--- config.mk ---
export PLATFORM = sky130hd
export DESIGN_NAME = lzwe_ctrl
export DESIGN_NICKNAME = d
export VERILOG_FILES = /design/src/design/lzwe_pkg.sv /design/src/design/lzwe_ctrl.sv
export VERILOG_INCLUDE_DIRS = /design/src /design/src/design
export SDC_FILE = /design/constraint.sdc
export NUM_CORES = 1
export LEC_CHECK = 0
export BUFFER_PORTS_ARGS = -buffer_cell sky130_fd_sc_hd__buf_4
export CORE_AREA = 2 2 39 41
export CTS_CLUSTER_DIAMETER = 80
export CTS_CLUSTER_SIZE = 25
export DETAILED_ROUTE_END_ITERATION = 6
export DIE_AREA = 0 0 41 43
export SLEW_MARGIN = 5
export SYNTH_ARGS = -nofsm -noshare
export SYNTH_HDL_FRONTEND = slang
export SYNTH_SLANG_ARGS = --single-unit
export TNS_END_PERCENT = 20
--- constraint.sdc ---
create_clock -name clk_i -period 1.2 [get_ports clk_i]
set_input_delay 0.06 -clock clk_i [delete_from_list [all_inputs] [get_ports clk_i]]
set_output_delay 0.06 -clock clk_i [all_outputs]
set_load 0.02 [all_outputs]
--- src/design/lzw_encoder_unit_macros.svh ---
// ---------------------------------------------------------------------------
// lzw encoder assertion macros
// shared concurrent assertion wrappers, clocked on clk_i; LZWE_ASSERT is disabled while rst_ni is low
// ---------------------------------------------------------------------------
`ifndef LZW_ENCODER_UNIT_MACROS_SVH
`define LZW_ENCODER_UNIT_MACROS_SVH

// property checked while out of reset
`define LZWE_ASSERT(name, prop, msg) \
  name: assert property (@(posedge clk_i) disable iff (!rst_ni) prop) else $error(msg);

// property checked during reset too
`define LZWE_ASSERT_ALWAYS(name, prop, msg) \
  name: assert property (@(posedge clk_i) prop) else $error(msg);

`endif

--- src/design/lzwe_pkg.sv ---
// ---------------------------------------------------------------------------
// lzw encoder package
// beat payload types and controller/datapath command and status groups
// ---------------------------------------------------------------------------
package lzwe_pkg;

  localparam int unsigned SymW  = 8;
  localparam int unsigned CodeW = 12;

  typedef struct packed {
    logic [SymW-1:0] symbol;
    logic            end_of_stream;
  } in_t;

  typedef struct packed {
    logic [CodeW-1:0] code;
    logic             last_code;
  } out_t;

  typedef struct packed {
    logic clr_step;
    logic load_in;
    logic set_prefix_sym;
    logic probe_start;
    logic probe_next;
    logic hit_take;
    logic miss_emit;
    logic flush_emit;
  } cmd_t;

  typedef struct packed {
    logic clr_done;
    logic prefix_valid;
    logic eos;
    logic rd_hit;
    logic rd_empty;
    logic out_free;
  } status_t;

endpackage

--- src/design/lzwe_ctrl.sv ---
// ---------------------------------------------------------------------------
// lzw encoder controller
// sequences table clear, hashed probe, miss emit and flush
// ---------------------------------------------------------------------------
`include "lzw_encoder_unit_macros.svh"

module lzwe_ctrl (
  input  logic             clk_i,
  input  logic             rst_ni,
  input  logic             in_valid_i,
  output logic             in_ready_o,
  input  lzwe_pkg::status_t status_i,
  output lzwe_pkg::cmd_t    cmd_o
);
  import lzwe_pkg::*;

  localparam logic [2:0] SClear = 3'd0;
  localparam logic [2:0] SIdle  = 3'd1;
  localparam logic [2:0] SStart = 3'd2;
  localparam logic [2:0] SRead  = 3'd3;
  localparam logic [2:0] SCmp   = 3'd4;
  localparam logic [2:0] SMiss  = 3'd5;
  localparam logic [2:0] SFlush = 3'd6;

  logic [2:0] state_q, state_d;

  always_comb begin
    state_d    = state_q;
    cmd_o      = '0;
    in_ready_o = 1'b0;
    case (state_q)
      SClear: begin
        cmd_o.clr_step = 1'b1;
        if (status_i.clr_done) state_d = SIdle;
      end
      SIdle: begin
        in_ready_o = 1'b1;
        if (in_valid_i) begin
          cmd_o.load_in = 1'b1;
          state_d = SStart;
        end
      end
      SStart: begin
        if (!status_i.prefix_valid) begin
          cmd_o.set_prefix_sym = 1'b1;
          state_d = status_i.eos ? SFlush : SIdle;
        end else begin
          cmd_o.probe_start = 1'b1;
          state_d = SRead;
        end
      end
      SRead: state_d = SCmp;
      SCmp: begin
        if (status_i.rd_hit) begin
          cmd_o.hit_take = 1'b1;
          state_d = status_i.eos ? SFlush : SIdle;
        end else if (status_i.rd_empty) begin
          state_d = SMiss;
        end else begin
          cmd_o.probe_next = 1'b1;
          state_d = SRead;
        end
      end
      SMiss: begin
        if (status_i.out_free) begin
          cmd_o.miss_emit = 1'b1;
          state_d = status_i.eos ? SFlush : SIdle;
        end
      end
      SFlush: begin
        if (status_i.out_free) begin
          cmd_o.flush_emit = 1'b1;
          state_d = SIdle;
        end
      end
      default: state_d = SIdle;
    endcase
  end

  always_ff @(posedge clk_i or negedge rst_ni) begin
    if (!rst_ni) state_q <= SClear;
    else         state_q <= state_d;
  end

  `LZWE_ASSERT(a_no_accept_clear, (state_q == SClear) |-> !in_ready_o, "accept during clear")
  `LZWE_ASSERT(a_emit_free, (cmd_o.miss_emit || cmd_o.flush_emit) |-> status_i.out_free, "emit without free slot")
  `LZWE_ASSERT(a_accept_start, (in_valid_i && in_ready_o) |=> (state_q == SStart), "accept did not start item")

endmodule

**Word-level counts from Yosys, hierarchy flattened**

Index checks and enable logic that the tools add are counted.

- Register bits: 3
- Word-level logic and storage cells: 36

- Eq/ne operators: 10
- Mux-type cells: 23
- Reductions and logical operators: 2

Operator list:

| cell | number |
|---|---|
| $mux W3 | 8 |
| $pmux W3 S7 | 1 |
| $mux W1 | 12 |
| $eq A3 B3 Y1 const B | 3 |
| $ne A2 B2 Y1 const B | 4 |
| $eq A3 B2 Y1 const B | 2 |
| $mux W2 | 2 |
| $reduce_and A4 Y1 | 1 |
| $eq A3 B1 Y1 const B | 1 |
| $logic_not A3 Y1 | 1 |

**Logic depth before layout (Yosys ltp)**

- Word-level depth: 3
- Mapped depth: 5
- Gate-level depth less buffers: 4

**Least setup slack after synthesis**

OpenSTA, ideal clock, no wires.

- Path kind: register -> output
- Start point: reg state_q[0]
- End point: out cmd_o[3] (netlist bit)
- Data arrival time: 1.328 ns
- Slack: -0.188 ns
- Stages on the path, launching flop included: 4
- Path through: dfrtp_1 > buf_6 > buf_2 > nor4_1

RTL lines:

| item | RTL line | source |
|---|---|---|
| start, declared | lzwe_ctrl.sv:25 | `logic [2:0] state_q, state_d;` |
| start signal, assigned | lzwe_ctrl.sv:81 | `if (!rst_ni) state_q <= SClear;` |
| start signal, assigned | lzwe_ctrl.sv:82 | `else state_q <= state_d;` |
| end, declared | lzwe_ctrl.sv:13 | `output lzwe_pkg::cmd_t cmd_o` |

==> out/results.ini <==
[worst_setup_path]
cp_cell_sequence = buf_6 -> nor3b_4 -> and2_4 -> buf_6
end_kind = primary output
crit_path_top_delay_cell = dfrtp_1
rrSetupSlack_ns = -0.05
crit_fanout = 5
max_stage_delay_ns = 0.38
startpoint_type = flop
timing.rr.end = state_q[1]
reg2reg_depth = 5
required_ns = 1.14
crit_type = flop to primary output
timing.rr.start = state_q[0]
arrival_ns = 1.23
cp_common_cell = buf_6

[die]
die_h_um = 43
start_util = 0.247
dieArea_sq_um = 1760
rows = 14
die_w_um = 41
coreArea_sq_um = 1380
ios = 18

[timing]
clock_skew_ns = 0.00438
min_period_ns = 1.29
setup_viol = 11
finalCritPeriodShare = 1.08
hold_viol = 0
fmax_mhz = 773
finalWorstSetupSlack_ns = -0.0937
slew_violations = 0
slew_headroom = 0.851
tightest_slew_ns = 0.223
grt_setup_unrepaired = true

[synthesis]
synthArstFlopShare = 1.00
ys_seq_area_frac = 0.220
synth.avg_cell_area_sq_um = 7.27
ys_ff_latch = 3
synth_edf_count = 0
ys_types = 24
synth-warning-count = 0
synth_top_area_share = 0.220
yosysMostFrequentCell = nor3_1
synth.area.top_cells = dfrtp_1, nor3_1, nor3b_1
synth_ff_type = dfrtp_1
synth_cells = 47
synth_fp_nets = 56
synth_commonest_cells = nor3_1, a21oi_1, nor3b_1
syn_area_sq_um = 342
yosysTopAreaCell = dfrtp_1

[finish]
top_register = state_q
multi_input_area_sq_um = 304
final_nets = 83
seqCellArea_sq_um = 76.3
syn_to_final_growth_pct = 94.1
design_area_sq_um = 663
diodes = 0
reg_top3 = state_q (3)
n_fill_cell = 146
finish.utilization = 0.479
largest_reg_flops = 3
drive_gt1_frac = 0.603

[job]
cap_violations = 0

[pwr]
pwr_density_cell_nw_per_um2 = 2150
total_power_w = 0.00142
p_leak_nw = 0.294
peakVddDrop_mv = 1.09

[global_route]
grt_overflow = 0
grt_pass1_vias = 344
antenna_found_initial = 0
grt_usage = 0.115
grt_max_degree = 12
grt_pass1_wl_um = 1390

[min_path]
hp-class = input pin to asynchronous set/reset pin

[routing]
num_vias = 439
routed_wirelength_um = 1030
via_per_inst = 4.93
drtIter0Drc = 5
wl_per_cell_um = 11.5
drt_first_pass_iters = 4
drc = 0
ant_nets = 0

[place]
portBuffers = 17
dp_hpwl_um = 699
dpl_cell_area_sq_um = 504
gp_congestion = 0.870

[clock_network]
cts_buffers = 3
cts_root_buf = clkbuf_4
clock_latency_ns = 0.24
clock_path_buffers = 2
clock_sinks = 3
ctsHtreeMaxLevel = 1
tritoncts = done
clk_pin_slew_ns = 0.04

[run_status]
violations = negative setup slack
status = finished with violations

cell usage in the layout, fill, tap and decap left out:
| cell type | n |
|---|---|
| dfrtp_2 | 1 |
| o21ai_0 | 1 |
| buf_6 | 4 |
| o21ai_1 | 1 |
| clkbuf_4 | 3 |
| nand2_1 | 3 |
| nand2b_1 | 1 |
| nor3b_1 | 1 |
| nor3_1 | 2 |
| inv_1 | 3 |
| nor2b_4 | 1 |
| o2bb2ai_1 | 1 |
| a22o_1 | 1 |
| dfrtp_1 | 2 |
| nand2b_4 | 1 |
| buf_12 | 1 |
| nor2_1 | 2 |
| buf_4 | 20 |
| nor3_2 | 4 |
| a21oi_2 | 1 |
| and4b_1 | 1 |
| clkbuf_1 | 1 |
| o221ai_1 | 1 |
| nor4_2 | 1 |
| dlygate4sd3_1 | 1 |
| nor3b_2 | 3 |
| nand3_1 | 1 |
| and2_4 | 2 |
| o21bai_1 | 1 |
| o22ai_2 | 1 |
| a21oi_1 | 3 |
| nor3b_4 | 1 |
| a31oi_1 | 2 |
power by group:
group          switching, W  internal, W
registers         0.0000405     0.000145
logic              0.000509     0.000548
clock network     0.0000550     0.000125
critical path, delay by kind of cell (launching register included):
kind	cells	cell delay, ns
flip-flops	1	0.38
buffers and inverters	2	0.24
AND/OR/NAND/NOR	2	0.36
per-stage QoR:
| step | TNS (ns) | hold WS, ns | instances | setup slack, ns |
|---|---|---|---|---|
| 2_1_floorplan | -0.0777 | -0.236 | 47 | -0.0482 |
| 4_1_cts | -0.705 | 0.152 | 87 | -0.101 |
| 3_5_place_dp | 0 | -0.145 | 81 | 0.00584 |
| 3_3_place_gp | -0.00885 | -0.148 | 81 | -0.00885 |
| 6_report | -0.553 | 0.155 | 89 | -0.0937 |
| 5_1_grt | -1.02 | 0.168 | 89 | -0.126 |
cell type report:
type / instances / share of cell area
Tap cell: 16 / 0.0302
Clock buffer: 4 / 0.0396
Timing Repair Buffer: 26 / 0.340
Inverter: 3 / 0.0170
Sequential cell: 3 / 0.115
Multi-Input combinational cell: 37 / 0.458
cells by family after synthesis:
kind of cell,count (synthesis),synth area share
buffers and inverters,7,0.117
AO/OA/AOI/OAI,13,0.242
flip-flops,3,0.220
AND/OR/NAND/NOR,24,0.421
how the worst max path moves through the flow:
stage                             to  depth (start not counted)       start
after global placement    state_q[1]                          4  state_q[2]
after global routing        cmd_o[4]                          4  state_q[0]
final                       cmd_o[5]                          4  state_q[0]
after CTS                   cmd_o[4]                          4  state_q[0]
after detailed placement  state_q[1]                          5  state_q[0]
after floorplan             cmd_o[2]                          3  state_q[0]
routing by layer:
metal	wire length (um)	GRT usage	vias to the layer above
li1	-	-	223
met1	442	0.151	201
met2	509	0.166	13
met3	55	0.0157	2
met4	17	0.0800	0
met5	0	0	-
what timing repair did:
item | in CTS | in global routing
buffers inserted | 1 | 2
hold buffers | 1 | 0
pin swaps | 6 | 4
hold endpoints to repair | 3 | 0
endpoints found under the setup margin | 10 | 12
resized for setup | 6 | 16
(Power assumes the default switching activity.)
